--- src/rtl/assert_macros.svh ---
// Assertion helpers shared by the sequencer register file RTL.
// Each macro expects i_clk and i_rst_n in the scope of the module that uses it.
`ifndef ASSERT_MACROS_SVH
`define ASSERT_MACROS_SVH

// Check that a condition holds on every clock edge out of reset
`define ASSERT_ALWAYS(label, cond, msg) \
    label: assert property (@(posedge i_clk) disable iff (!i_rst_n) (cond)) else $error(msg);

// Check that a condition on one edge implies another on the following edge
`define ASSERT_NEXT(label, pre, post, msg) \
    label: assert property (@(posedge i_clk) disable iff (!i_rst_n) (pre) |=> (post)) \
        else $error(msg);

`endif

--- src/rtl/vsr_pkg.sv ---
// Types and constants of the VGA sequencer register file.
// Used by vsr_cfg, vsr_core and the top level; depends on nothing.
package vsr_pkg;

    // Access kinds carried by an input item
    typedef enum logic [1:0] {
        MODE_WR_INDEX = 2'd0,
        MODE_RD_INDEX = 2'd1,
        MODE_WR_DATA  = 2'd2,
        MODE_RD_DATA  = 2'd3
    } t_mode;

    // Chipset kinds
    localparam logic [2:0] KIND_VGA     = 3'd0;
    localparam logic [2:0] KIND_TRIO    = 3'd1;
    localparam logic [2:0] KIND_ET_4K   = 3'd2;
    localparam logic [2:0] KIND_ET_3K   = 3'd3;
    localparam logic [2:0] KIND_EGA     = 3'd4;

    // Index masks per chipset kind
    localparam logic [7:0] IDX_MASK_WIDE   = 8'h3F;
    localparam logic [7:0] IDX_MASK_NARROW = 8'h07;
    localparam logic [7:0] IDX_MASK_STD    = 8'h0F;

    // Sequencer data register indexes
    localparam logic [7:0] SEQ_RESET     = 8'd0;
    localparam logic [7:0] SEQ_CLOCKING  = 8'd1;
    localparam logic [7:0] SEQ_MAP_MASK  = 8'd2;
    localparam logic [7:0] SEQ_CHAR_MAP  = 8'd3;
    localparam logic [7:0] SEQ_MEM_MODE  = 8'd4;

    // Clocking mode bits
    localparam logic [7:0] CLK_NO_BLANK_MASK = 8'hDF;
    localparam int         CLK_SCREEN_OFF    = 5;

    // Memory mode bits
    localparam int MEM_EXT_MEM  = 1;
    localparam int MEM_ODDEVEN  = 2;
    localparam int MEM_CHAIN4   = 3;

    localparam logic [3:0] MAP_ALL_PLANES = 4'hF;

    // Configuration register indexes
    localparam logic [1:0] CFG_CHIPSET_KIND    = 2'd0;
    localparam logic [1:0] CFG_IGNORE_BLANKING = 2'd1;
    localparam logic [1:0] CFG_IGNORE_OE_256   = 2'd2;
    localparam logic [1:0] CFG_IGNORE_EXT_MEM  = 2'd3;

    localparam int CFG_IDX_W  = 2;
    localparam int CFG_DATA_W = 3;
    localparam int IN_DATA_W  = 16;
    localparam int OUT_DATA_W = 56;

    // Configuration seen by the core
    typedef struct packed {
        logic [2:0] chipset_kind;
        logic       ignore_blanking;
        logic       ignore_oddeven_256;
        logic       ignore_ext_mem;
    } t_cfg;

    // One input item
    typedef struct packed {
        t_mode      mode;
        logic [7:0] value;
        logic       is_256color_mode;
        logic       gfx_oddeven;
    } t_item;

    // One result item
    typedef struct packed {
        logic [7:0]  read_data;
        logic        screen_blank;
        logic        resize_request;
        logic [31:0] plane_write_mask;
        logic [2:0]  font_map_a;
        logic [2:0]  font_map_b;
        logic        chained;
        logic        flag_map_mask;
        logic        flag_oddeven;
        logic        flag_small_memory;
        logic        unhandled_index;
    } t_result;

endpackage

--- src/rtl/vga_sequencer_register_file.sv ---
// Top level of the VGA sequencer register file: input and result registers.
// Depends on vsr_pkg, vsr_cfg, vsr_core and assert_macros.svh.
//
//  channel   | direction | valid / ready                     | payload
//  s_axis    | in        | i_s_axis_tvalid / o_s_axis_tready | i_s_axis_tdata [15:0]
//  m_axis    | out       | o_m_axis_tvalid / i_m_axis_tready | o_m_axis_tdata [55:0]
//  cfg       | in        | i_cfg_valid / o_cfg_ready         | i_cfg_index, i_cfg_data
//
// One item per cycle unless the result side stalls: an item waits in the input register, then the
// register update and the result are computed combinationally and registered in the result register.
// Reset is synchronous and returns the valid flags, the sequencer state and the configuration values to their defaults.
// A stalled result holds both registers; the input side keeps accepting while a stage is free.
// The configuration port is always ready.
`include "assert_macros.svh"

module vga_sequencer_register_file (
    input  logic                               i_clk,
    input  logic                               i_rst_n,
    input  logic                               i_s_axis_tvalid,
    output logic                               o_s_axis_tready,
    // [1:0] mode, [9:2] value, [10] is_256color_mode, [11] gfx_oddeven, [15:12] zero
    input  logic [vsr_pkg::IN_DATA_W-1:0]      i_s_axis_tdata,
    output logic                               o_m_axis_tvalid,
    input  logic                               i_m_axis_tready,
    // [7:0] read_data, [8] screen_blank, [9] resize_request, [41:10] plane_write_mask,
    // [44:42] font_map_a, [47:45] font_map_b, [48] chained, [49] flag_map_mask,
    // [50] flag_oddeven, [51] flag_small_memory, [52] unhandled_index, [55:53] zero
    output logic [vsr_pkg::OUT_DATA_W-1:0]     o_m_axis_tdata,
    input  logic                               i_cfg_valid,
    output logic                               o_cfg_ready,
    input  logic [vsr_pkg::CFG_IDX_W-1:0]      i_cfg_index,
    input  logic [vsr_pkg::CFG_DATA_W-1:0]     i_cfg_data
);
    import vsr_pkg::*;

    logic    r_in_valid;
    t_item   r_in_item;
    logic    r_out_valid;
    t_result r_out;
    t_result w_result;
    t_cfg    w_cfg;
    logic    w_adv;
    logic    w_step;
    logic    w_in_take;

    // Advance when the result register is free or being emptied
    assign w_adv           = !r_out_valid || i_m_axis_tready;
    assign w_step          = r_in_valid && w_adv;
    assign o_s_axis_tready = !r_in_valid || w_adv;
    assign w_in_take       = i_s_axis_tvalid && o_s_axis_tready;
    assign o_cfg_ready     = 1'b1;

    vsr_cfg u_cfg (
        .i_clk      (i_clk),
        .i_rst_n    (i_rst_n),
        .i_wr_en    (i_cfg_valid),
        .i_wr_index (i_cfg_index),
        .i_wr_data  (i_cfg_data),
        .o_cfg      (w_cfg)
    );

    vsr_core u_core (
        .i_clk    (i_clk),
        .i_rst_n  (i_rst_n),
        .i_cfg    (w_cfg),
        .i_step   (w_step),
        .i_item   (r_in_item),
        .o_result (w_result)
    );

    // Input register control
    always_ff @(posedge i_clk) begin
        if (!i_rst_n) begin
            r_in_valid <= 1'b0;
        end else if (o_s_axis_tready) begin
            r_in_valid <= i_s_axis_tvalid;
        end
    end

    // Input register payload
    always_ff @(posedge i_clk) begin
        if (w_in_take) begin
            r_in_item.mode             <= t_mode'(i_s_axis_tdata[1:0]);
            r_in_item.value            <= i_s_axis_tdata[9:2];
            r_in_item.is_256color_mode <= i_s_axis_tdata[10];
            r_in_item.gfx_oddeven      <= i_s_axis_tdata[11];
        end
    end

    // Result register control
    always_ff @(posedge i_clk) begin
        if (!i_rst_n) begin
            r_out_valid <= 1'b0;
        end else if (w_adv) begin
            r_out_valid <= r_in_valid;
        end
    end

    // Result register payload
    always_ff @(posedge i_clk) begin
        if (w_step) begin
            r_out <= w_result;
        end
    end

    assign o_m_axis_tvalid = r_out_valid;
    assign o_m_axis_tdata  = {3'd0,
                              r_out.unhandled_index,
                              r_out.flag_small_memory,
                              r_out.flag_oddeven,
                              r_out.flag_map_mask,
                              r_out.chained,
                              r_out.font_map_b,
                              r_out.font_map_a,
                              r_out.plane_write_mask,
                              r_out.resize_request,
                              r_out.screen_blank,
                              r_out.read_data};

    // A held item stays in the input register unchanged until it moves on
    `ASSERT_NEXT(a_in_hold, r_in_valid && !w_adv, r_in_valid && $stable(r_in_item), "input item lost while stalled")

endmodule

--- src/rtl/vsr_cfg.sv ---
// Configuration registers of the sequencer register file.
// Depends on vsr_pkg.
module vsr_cfg (
    input  logic                          i_clk,
    input  logic                          i_rst_n,
    input  logic                          i_wr_en,
    input  logic [vsr_pkg::CFG_IDX_W-1:0]  i_wr_index,
    input  logic [vsr_pkg::CFG_DATA_W-1:0] i_wr_data,
    output vsr_pkg::t_cfg                  o_cfg
);
    import vsr_pkg::*;

    t_cfg r_cfg;

    // Write one register per accepted write
    always_ff @(posedge i_clk) begin
        if (!i_rst_n) begin
            r_cfg.chipset_kind       <= KIND_VGA;
            r_cfg.ignore_blanking    <= 1'b0;
            r_cfg.ignore_oddeven_256 <= 1'b1;
            r_cfg.ignore_ext_mem     <= 1'b0;
        end else if (i_wr_en) begin
            case (i_wr_index)
                CFG_CHIPSET_KIND:    r_cfg.chipset_kind       <= i_wr_data;
                CFG_IGNORE_BLANKING: r_cfg.ignore_blanking    <= i_wr_data[0];
                CFG_IGNORE_OE_256:   r_cfg.ignore_oddeven_256 <= i_wr_data[0];
                CFG_IGNORE_EXT_MEM:  r_cfg.ignore_ext_mem     <= i_wr_data[0];
                default: ;
            endcase
        end
    end

    assign o_cfg = r_cfg;

endmodule

--- src/rtl/vsr_core.sv ---
// Sequencer register state and the derived display flags.
// Depends on vsr_pkg and assert_macros.svh.
`include "assert_macros.svh"

module vsr_core (
    input  logic             i_clk,
    input  logic             i_rst_n,
    input  vsr_pkg::t_cfg    i_cfg,
    input  logic             i_step,
    input  vsr_pkg::t_item   i_item,
    output vsr_pkg::t_result o_result
);
    import vsr_pkg::*;

    logic [7:0] r_index,    n_index;
    logic [7:0] r_reset,    n_reset;
    logic [7:0] r_clocking, n_clocking;
    logic [3:0] r_map_mask, n_map_mask;
    logic [7:0] r_char_map, n_char_map;
    logic [7:0] r_mem_mode, n_mem_mode;
    logic       r_blank,    n_blank;
    logic       r_chain,    n_chain;
    logic       r_fl_map,   n_fl_map;
    logic       r_fl_oe,    n_fl_oe;
    logic       r_fl_small, n_fl_small;

    logic       w_is_vga;
    logic [7:0] w_idx_mask;
    logic [7:0] w_rd;
    logic       w_resize;
    logic       w_unhandled;

    assign w_is_vga = (i_cfg.chipset_kind != KIND_EGA);

    // Pick the index mask for the chipset kind
    always_comb begin
        case (i_cfg.chipset_kind)
            KIND_TRIO:  w_idx_mask = IDX_MASK_WIDE;
            KIND_ET_4K: w_idx_mask = IDX_MASK_NARROW;
            KIND_ET_3K: w_idx_mask = IDX_MASK_NARROW;
            default:    w_idx_mask = IDX_MASK_STD;
        endcase
    end

    // Decode one access and work out the next register state
    always_comb begin
        n_index     = r_index;
        n_reset     = r_reset;
        n_clocking  = r_clocking;
        n_map_mask  = r_map_mask;
        n_char_map  = r_char_map;
        n_mem_mode  = r_mem_mode;
        n_blank     = r_blank;
        n_chain     = r_chain;
        n_fl_map    = r_fl_map;
        n_fl_oe     = r_fl_oe;
        n_fl_small  = r_fl_small;
        w_rd        = 8'd0;
        w_resize    = 1'b0;
        w_unhandled = 1'b0;
        case (i_item.mode)
            MODE_WR_INDEX: n_index = i_item.value & w_idx_mask;
            MODE_RD_INDEX: w_rd = r_index;
            MODE_WR_DATA: begin
                case (r_index)
                    SEQ_RESET: n_reset = i_item.value;
                    SEQ_CLOCKING: begin
                        // a rewrite of the same value changes nothing
                        if (i_item.value != r_clocking) begin
                            w_resize   = (i_item.value & CLK_NO_BLANK_MASK)
                                         != (r_clocking & CLK_NO_BLANK_MASK);
                            n_clocking = i_item.value;
                            n_blank    = i_item.value[CLK_SCREEN_OFF]
                                         & ~i_cfg.ignore_blanking;
                        end
                    end
                    SEQ_MAP_MASK: begin
                        n_map_mask = i_item.value[3:0];
                        n_fl_map   = (i_item.value[3:0] != MAP_ALL_PLANES) & r_chain;
                    end
                    SEQ_CHAR_MAP: n_char_map = i_item.value;
                    SEQ_MEM_MODE: begin
                        n_mem_mode = i_item.value;
                        n_fl_small = ~i_item.value[MEM_EXT_MEM] & ~i_cfg.ignore_ext_mem;
                        if (i_cfg.ignore_oddeven_256 && i_item.is_256color_mode) begin
                            n_fl_oe = 1'b0;
                        end else begin
                            n_fl_oe = ~i_item.value[MEM_ODDEVEN] | i_item.gfx_oddeven;
                        end
                        // EGA keeps chain-4 and the map mask flag
                        if (w_is_vga) begin
                            n_chain  = i_item.value[MEM_CHAIN4];
                            n_fl_map = (r_map_mask != MAP_ALL_PLANES)
                                       & i_item.value[MEM_CHAIN4];
                        end
                    end
                    default: w_unhandled = 1'b1;
                endcase
            end
            MODE_RD_DATA: begin
                case (r_index)
                    SEQ_RESET:    w_rd = r_reset;
                    SEQ_CLOCKING: w_rd = r_clocking;
                    SEQ_MAP_MASK: w_rd = {4'd0, r_map_mask};
                    SEQ_CHAR_MAP: w_rd = r_char_map;
                    SEQ_MEM_MODE: w_rd = r_mem_mode;
                    default:      w_unhandled = 1'b1;
                endcase
            end
            default: ;
        endcase
    end

    // Build the result from the updated state
    always_comb begin
        o_result.read_data         = w_rd;
        o_result.screen_blank      = n_blank;
        o_result.resize_request    = w_resize;
        o_result.plane_write_mask  = {{8{n_map_mask[3]}}, {8{n_map_mask[2]}},
                                      {8{n_map_mask[1]}}, {8{n_map_mask[0]}}};
        o_result.font_map_a        = {n_char_map[1:0], w_is_vga & n_char_map[4]};
        o_result.font_map_b        = {n_char_map[3:2], w_is_vga & n_char_map[5]};
        o_result.chained           = n_chain;
        o_result.flag_map_mask     = n_fl_map;
        o_result.flag_oddeven      = n_fl_oe;
        o_result.flag_small_memory = n_fl_small;
        o_result.unhandled_index   = w_unhandled;
    end

    // Commit the state when the item moves to the result register
    always_ff @(posedge i_clk) begin
        if (!i_rst_n) begin
            r_index    <= 8'd0;
            r_reset    <= 8'd0;
            r_clocking <= 8'd0;
            r_map_mask <= 4'd0;
            r_char_map <= 8'd0;
            r_mem_mode <= 8'd0;
            r_blank    <= 1'b0;
            r_chain    <= 1'b0;
            r_fl_map   <= 1'b0;
            r_fl_oe    <= 1'b0;
            r_fl_small <= 1'b0;
        end else if (i_step) begin
            r_index    <= n_index;
            r_reset    <= n_reset;
            r_clocking <= n_clocking;
            r_map_mask <= n_map_mask;
            r_char_map <= n_char_map;
            r_mem_mode <= n_mem_mode;
            r_blank    <= n_blank;
            r_chain    <= n_chain;
            r_fl_map   <= n_fl_map;
            r_fl_oe    <= n_fl_oe;
            r_fl_small <= n_fl_small;
        end
    end

    // The map mask flag is only ever raised while chain-4 is on
    `ASSERT_ALWAYS(a_map_flag_needs_chain, !r_fl_map || r_chain, "map mask flag without chain-4")
    // No chipset keeps more than six index bits
    `ASSERT_ALWAYS(a_index_width, r_index[7:6] == 2'b00, "index register above six bits")

endmodule

--- config.mk ---
export PLATFORM = sky130hd
export DESIGN_NAME = vga_sequencer_register_file
export DESIGN_NICKNAME = d
export VERILOG_FILES = /design/src/rtl/vsr_pkg.sv /design/src/rtl/vga_sequencer_register_file.sv /design/src/rtl/vsr_cfg.sv /design/src/rtl/vsr_core.sv
export VERILOG_INCLUDE_DIRS = /design/src /design/src/rtl
export SDC_FILE = /design/constraint.sdc
export NUM_CORES = 1
export LEC_CHECK = 0
export BUFFER_PORTS_ARGS = -buffer_cell sky130_fd_sc_hd__buf_2
export CAP_MARGIN = 10
export CORE_ASPECT_RATIO = 2
export CORE_MARGIN = 2
export CORE_UTILIZATION = 55
export CTS_CLUSTER_SIZE = 25
export DETAILED_ROUTE_END_ITERATION = 8
export PLACE_DENSITY = 0.81
export SLEW_MARGIN = 10
export SYNTH_ARGS = -nofsm -noshare
export SYNTH_HDL_FRONTEND = slang
export SYNTH_SLANG_ARGS = --single-unit
export TNS_END_PERCENT = 5
--- constraint.sdc ---
create_clock -name i_clk -period 2.5 [get_ports i_clk]
set_clock_uncertainty 0.1 [all_clocks]
set_input_delay 0.375 -clock i_clk [delete_from_list [all_inputs] [get_ports i_clk]]
set_output_delay 0.375 -clock i_clk [all_outputs]
set_load 0.01 [all_outputs]
# [Word-level counts from Yosys, hierarchy flattened]
# Index checks and enable logic that the tools add are counted.
[op_classes] reduce_logical=23 eq_ne=18 bitwise_logic=12 muxes=22
[op_table] op="8-bit case mux with 5 select lines" n=1
[op_table] op="8-bit by 2-bit equality test with 1-bit output, second input constant" n=2
[op_table] op="8-bit case mux with 2 select lines" n=1
[op_table] op="1-bit 2-to-1 mux" n=14
[op_table] op="6-bit 2-to-1 mux" n=2
[op_table] op="6-bit case mux with 2 select lines" n=1
[op_table] op="3-bit AND reduction" n=4
[op_table] op="2-bit AND reduction" n=5
[op_table] op="8-bit by 6-bit AND with 8-bit output" n=1
[op_table] op="2-bit equality test, second input constant" n=4
[op_table] op="8-bit by 1-bit equality test with 1-bit output, second input constant" n=1
[op_table] op="8-bit by 3-bit equality test with 1-bit output, second input constant" n=1
[op_table] op="8-bit zero test" n=1
[op_table] op="4-bit 2-to-1 mux" n=2
[op_table] op="4-bit inequality test, second input constant" n=2
[op_table] op="8-bit inequality test" n=1
[op_table] op="7-bit inequality test" n=1
[op_table] op="1-bit AND" n=6
[op_table] op="3-bit by 2-bit equality test with 1-bit output, second input constant" n=2
[op_table] op="5-bit OR reduction" n=1
[op_table] op="2-bit by 1-bit equality test with 1-bit output, second input constant" n=2
[op_table] op="2-bit zero test" n=2
[op_table] op="1-bit inverter" n=4
[op_table] op="4-bit AND reduction" n=1
[op_table] op="other kinds (8)" n=13
[word_totals] inputBits=26 out_inout_bits=59 register_bits=115

# [Depth between registers and ports, before layout]
[logic_depth] ltp_word=5 depth_mapped=7 depth_no_buf=4

# [Modules after synthesis]
# Synthesis repeated with hierarchy kept, for this count alone.
[hier_totals] hier_cells=457 hier_area_um2=5431.5
[by_module_without_submodules] mod="vsr_core" cells_each=350 seq_area_each_um2=940.9 n_inst=1 area_each_um2=3071.7
[by_module_without_submodules] mod="vga_sequencer_register_file" cells_each=80 seq_area_each_um2=1991.9 n_inst=1 area_each_um2=2093.3
[by_module_without_submodules] mod="vsr_cfg" cells_each=27 seq_area_each_um2=120.1 n_inst=1 area_each_um2=266.5

# [Worst setup path after synthesis]
# OpenSTA, ideal clock, no wires.
[synth_path] path_type="input to register" from="input i_m_axis_tready" to="register u_core.r_chain" path_slack_ps=602 stages=4 arrival_time_ps=1726 setup_time_ps=72 path_cell_list="nand2b_1 -> and2_1 -> nor3b_1 -> mux2i_1"
[synth_via] elab_chain_cells=2
[synth_rtl] item="start, declared" line="vga_sequencer_register_file.sv:24" text="input logic i_m_axis_tready,"
[synth_rtl] item="1-bit logical OR" line="vga_sequencer_register_file.sv:47" text="assign w_adv = !r_out_valid || i_m_axis_tready;"
[synth_rtl] item="1-bit logical AND" line="vga_sequencer_register_file.sv:48" text="assign w_step = r_in_valid && w_adv;"
[synth_rtl] item="named net u_core.i_step" line="vsr_core.sv:9" text="input logic i_step,"
[synth_rtl] item="end signal, assigned" line="vsr_core.sv:152" text="r_chain <= n_chain;"
[synth_rtl] item="end, declared" line="vsr_core.sv:22" text="logic r_chain, n_chain;"
# The timed path passes the listed nets, and every way through them passes these cells.
# A chain may end at the register's enable or synchronous reset.

==> Implementation_results.wiki <==
{| class="wikitable"
! Metric !! Value
|-
| Run status || complete, no violations
|-
| Required time at the worst-slack endpoint || 2580 ps
|-
| Number of instances in the synthesized netlist || 458
|-
| Count of antenna-violating nets left after detailed routing || 0
|-
| Reg-to-reg slack, setup || 230 ps
|-
| Dpl cell area || 4780 µm²
|-
| Global-route wire length before repair || 17000 µm
|-
| GRT Residual Overflow || 0
|-
| Post-route DRC || 0
|-
| Async set-reset flop share out of synthesis || 0%
|-
| Source-to-sink clock delay at the later pin of the worst-skew pair || 350 ps
|-
| Type of the worst min-delay path || input port to register
|-
| Via count || 3634
|-
| Antenna violations before repair || 0
|-
| P_leak || 0.00200 µW
|-
| Share of final-layout standard cells stronger than drive strength 1 || 25.7%
|-
| Vias per inst || 6.06
|-
| Maximum buffer depth of the clock tree || 2
|-
| Top-Level Pins || 85
|-
| Number of setup buffers added after CTS || 0
|-
| Unrepaired setup endpoints after global routing || false
|-
| Synthesis Warnings || 0
|-
| Standard-cell rows || 47
|-
| Worst hold-check slack || 98.8 ps
|-
| Vias in the first global route || 3424
|-
| DRT Wirelength || 10900 µm
|-
| Average instance area after synthesis || 9.97 µm²
|-
| Initial cell density of the core || 55.9%
|-
| Hold Buf Count CTS || 0
|-
| Capturing element of the worst setup path || o_m_axis_tdata[6]$_DFFE_PP_
|-
| FF-to-FF End || o_m_axis_tdata[6]$_DFFE_PP_
|-
| Pwr Density || 642 nW/µm²
|-
| HPWL reported at the end of detailed placement || 7750 µm
|-
| Core area || 8170 µm²
|-
| Die outline area || 9090 µm²
|-
| H-tree depth reported by CTS || 3
|-
| Overall fraction of global-route tracks in use || 25.7%
|-
| Worst IR drop on VDD || 0.000764 V
|-
| Largest net degree at the start of global routing || 37
|-
| Element type at the critical path end || register
|-
| Most common library cell in the layout ignoring fill and taps || sky130_fd_sc_hd__buf_2
|-
| Tightest Pin Transition || 705 ps
|-
| Number of synthesized register bits || 92
|-
| Shortest period the worst path allows || 2270 ps
|-
| Die extent in y || 133 µm
|-
| Post-route design area || 5100 µm²
|-
| Met2 usage || 42.9%
|-
| Area growth from synthesis to final layout || 11.6%
|-
| Gr busiest metal || met2
|-
| Number of flops mapped to enable cells by yosys || 37
|-
| Setup violation total in the final timing report || 0
|-
| Fin. max-slew vios || 0
|-
| Final TNS setup || 0 ps
|-
| Most frequent cells in the layout || sky130_fd_sc_hd__buf_2 (76), sky130_fd_sc_hd__dfxtp_1 (55), sky130_fd_sc_hd__nand3_1 (40), sky130_fd_sc_hd__nand2_1 (40), sky130_fd_sc_hd__o21ai_0 (39)
|-
| RD Place Congestion || 0.947
|-
| Routed wire length per instance || 18.2 µm
|-
| Final net count || 523
|-
| Startpoint type of the worst setup path || register
|-
| R2r startpoint || u_core.r_index[1]$_SDFFE_PN0P_
|-
| Top flip-flop cell by instance count after synthesis || sky130_fd_sc_hd__dfxtp_1
|-
| TritonCTS clock tree || yes
|-
| Depth of the most critical reg-to-reg path || 5
|-
| Post-CTS clock slew at the launch and capture registers of the worst setup and hold paths || 60 ps
|-
| I/O Buffers || 76
|-
| Post-synthesis cell area || 4570 µm²
|-
| Count of unique library cells instantiated by Yosys || 49
|-
| Worst rel slew slack || 52.9%
|-
| Die width || 68.4 µm
|-
| GRT met1 Usage || 27.7%
|-
| Hold Fails Final Rpt || 0
|-
| Violation count after the first detailed-route iteration || 338
|-
| Crit path kind || register to register
|-
| Number of violations of the max-capacitance limit || 0
|-
| Root buf cell || sky130_fd_sc_hd__clkbuf_16
|-
| TritonCTS Buffers || 9
|-
| First-pass DRT Iterations || 6
|-
| Data arrival time of the critical path || 2350 ps
|-
| Post-CTS Resized || 0
|-
| CTS Sinks || 92
|-
| Maximum clock frequency || 441 MHz
|-
| First element of the critical path || u_core.r_index[1]$_SDFFE_PN0P_
|-
| Global-route track usage on met3 || 5.61%
|-
| Sequential cell area fraction in the yosys report || 48.4%
|-
| Diodes inserted || 0
|-
| Period utilisation layout || 90.7%
|-
| Crit Path Max Fanout || 10
|}
-- routing by layer --
metal / wire length (µm) / vias to the layer above
met2: 5950 / 166
met4: 643 / 0
met1: 3750 / 1741
met3: 597 / 43
met5: 0 / -
li1: - / 1684
-- synth_stat cells (5+ instances only) --
cell / number / area, µm²
sky130_fd_sc_hd__edfxtp_1: 37 / 1110
sky130_fd_sc_hd__a21boi_1: 16 / 120
sky130_fd_sc_hd__and2_1: 8 / 50.1
sky130_fd_sc_hd__and3_1: 16 / 100
sky130_fd_sc_hd__nor3b_1: 5 / 37.5
sky130_fd_sc_hd__nand3_1: 40 / 200
sky130_fd_sc_hd__xor2_1: 9 / 78.8
sky130_fd_sc_hd__buf_4: 37 / 278
sky130_fd_sc_hd__mux2i_1: 20 / 200
sky130_fd_sc_hd__nor2b_1: 10 / 62.6
sky130_fd_sc_hd__nor2_1: 8 / 30.0
sky130_fd_sc_hd__o21ai_0: 39 / 195
sky130_fd_sc_hd__a21boi_0: 23 / 173
sky130_fd_sc_hd__nor3_1: 6 / 30.0
sky130_fd_sc_hd__a2111oi_0: 6 / 52.6
sky130_fd_sc_hd__clkbuf_1: 17 / 63.8
sky130_fd_sc_hd__dfxtp_1: 55 / 1100
sky130_fd_sc_hd__nand2_1: 40 / 150
sky130_fd_sc_hd__mux2_2: 11 / 124
sky130_fd_sc_hd__buf_2: 9 / 45.0
-- power breakdown --
part / switching (µW) / total (µW) / internal [µW] / leakage (µW)
Sequential: 27.9 / 1630 / 1600 / 0.000806
Clock: 583 / 1410 / 831 / 0.000152
Combinational: 147 / 232 / 85.1 / 0.00104
Total: 758 / 3270 / 2510 / 0.00200
-- cell families after synthesis --
logic type / synth area share, %
mux: 7.09
other cells: 0.164
flops: 48.4
buf+inv: 9.31
xor+xnor: 1.73
compound gates: 14.8
simple gates: 18.5
-- flip-flops by register name, summed over array words and instances (netlist names) --
name and cells:
u_core.r_char_map 8, u_cfg.o_cfg 6, u_core.r_fl_small 1, u_core.r_reset 8
r_in_item 12, u_core.r_map_mask 4, r_in_valid 1, u_core.r_mem_mode 8
u_core.r_clocking 8, u_core.r_fl_map 1, o_m_axis_tvalid 1, u_core.r_index 6
u_core.r_chain 1, u_core.r_blank 1, o_m_axis_tdata 25, u_core.r_fl_oe 1
-- worst min-delay path by stage --
stage                                endpoint  cells past startpoint                            from
2_1_floorplan     u_core.r_chain$_SDFFE_PN0P_                      2     u_core.r_chain$_SDFFE_PN0P_
3_3_place_gp   u_core.r_reset[0]$_SDFFE_PN0P_                      2  u_core.r_reset[0]$_SDFFE_PN0P_
3_5_place_dp   u_core.r_reset[3]$_SDFFE_PN0P_                      2  u_core.r_reset[3]$_SDFFE_PN0P_
4_1_cts               r_in_item[10]$_DFFE_PP_                      1               i_s_axis_tdata[0]
5_1_grt                r_in_item[6]$_DFFE_PP_                      1               i_s_axis_tdata[6]
6_report               r_in_item[9]$_DFFE_PP_                      1               i_s_axis_tdata[9]
-- per-stage QoR --
stage	cells	total power [µW]	utilization, %	worst slack [ps]
floorplan	460	1820	-	602
detailed placement	584	1890	58.5	289
finish	600	3270	62.4	231
global placement	584	1880	58.5	325
global route	600	3360	62.4	98.0
CTS	600	3280	62.4	263
-- critical path: stages (launching register included) --
cell                       delay [ps]
sky130_fd_sc_hd__dfxtp_1          530
sky130_fd_sc_hd__nor4b_2          510
sky130_fd_sc_hd__buf_4            220
sky130_fd_sc_hd__and2_1           330
sky130_fd_sc_hd__a222oi_1         200
sky130_fd_sc_hd__a21oi_1          200
-- cell type report --
class / instances / area, µm²
clock buffers: 11 / 253
flip-flops and latches: 92 / 2210
inverters: 3 / 11.3
multi-input cells: 299 / 1940
repair buffers: 92 / 500
fillers: 690 / 3080
well taps: 98 / 123
clock inverters: 5 / 60.1
No activity file was read; power rests on OpenSTA's default activity.
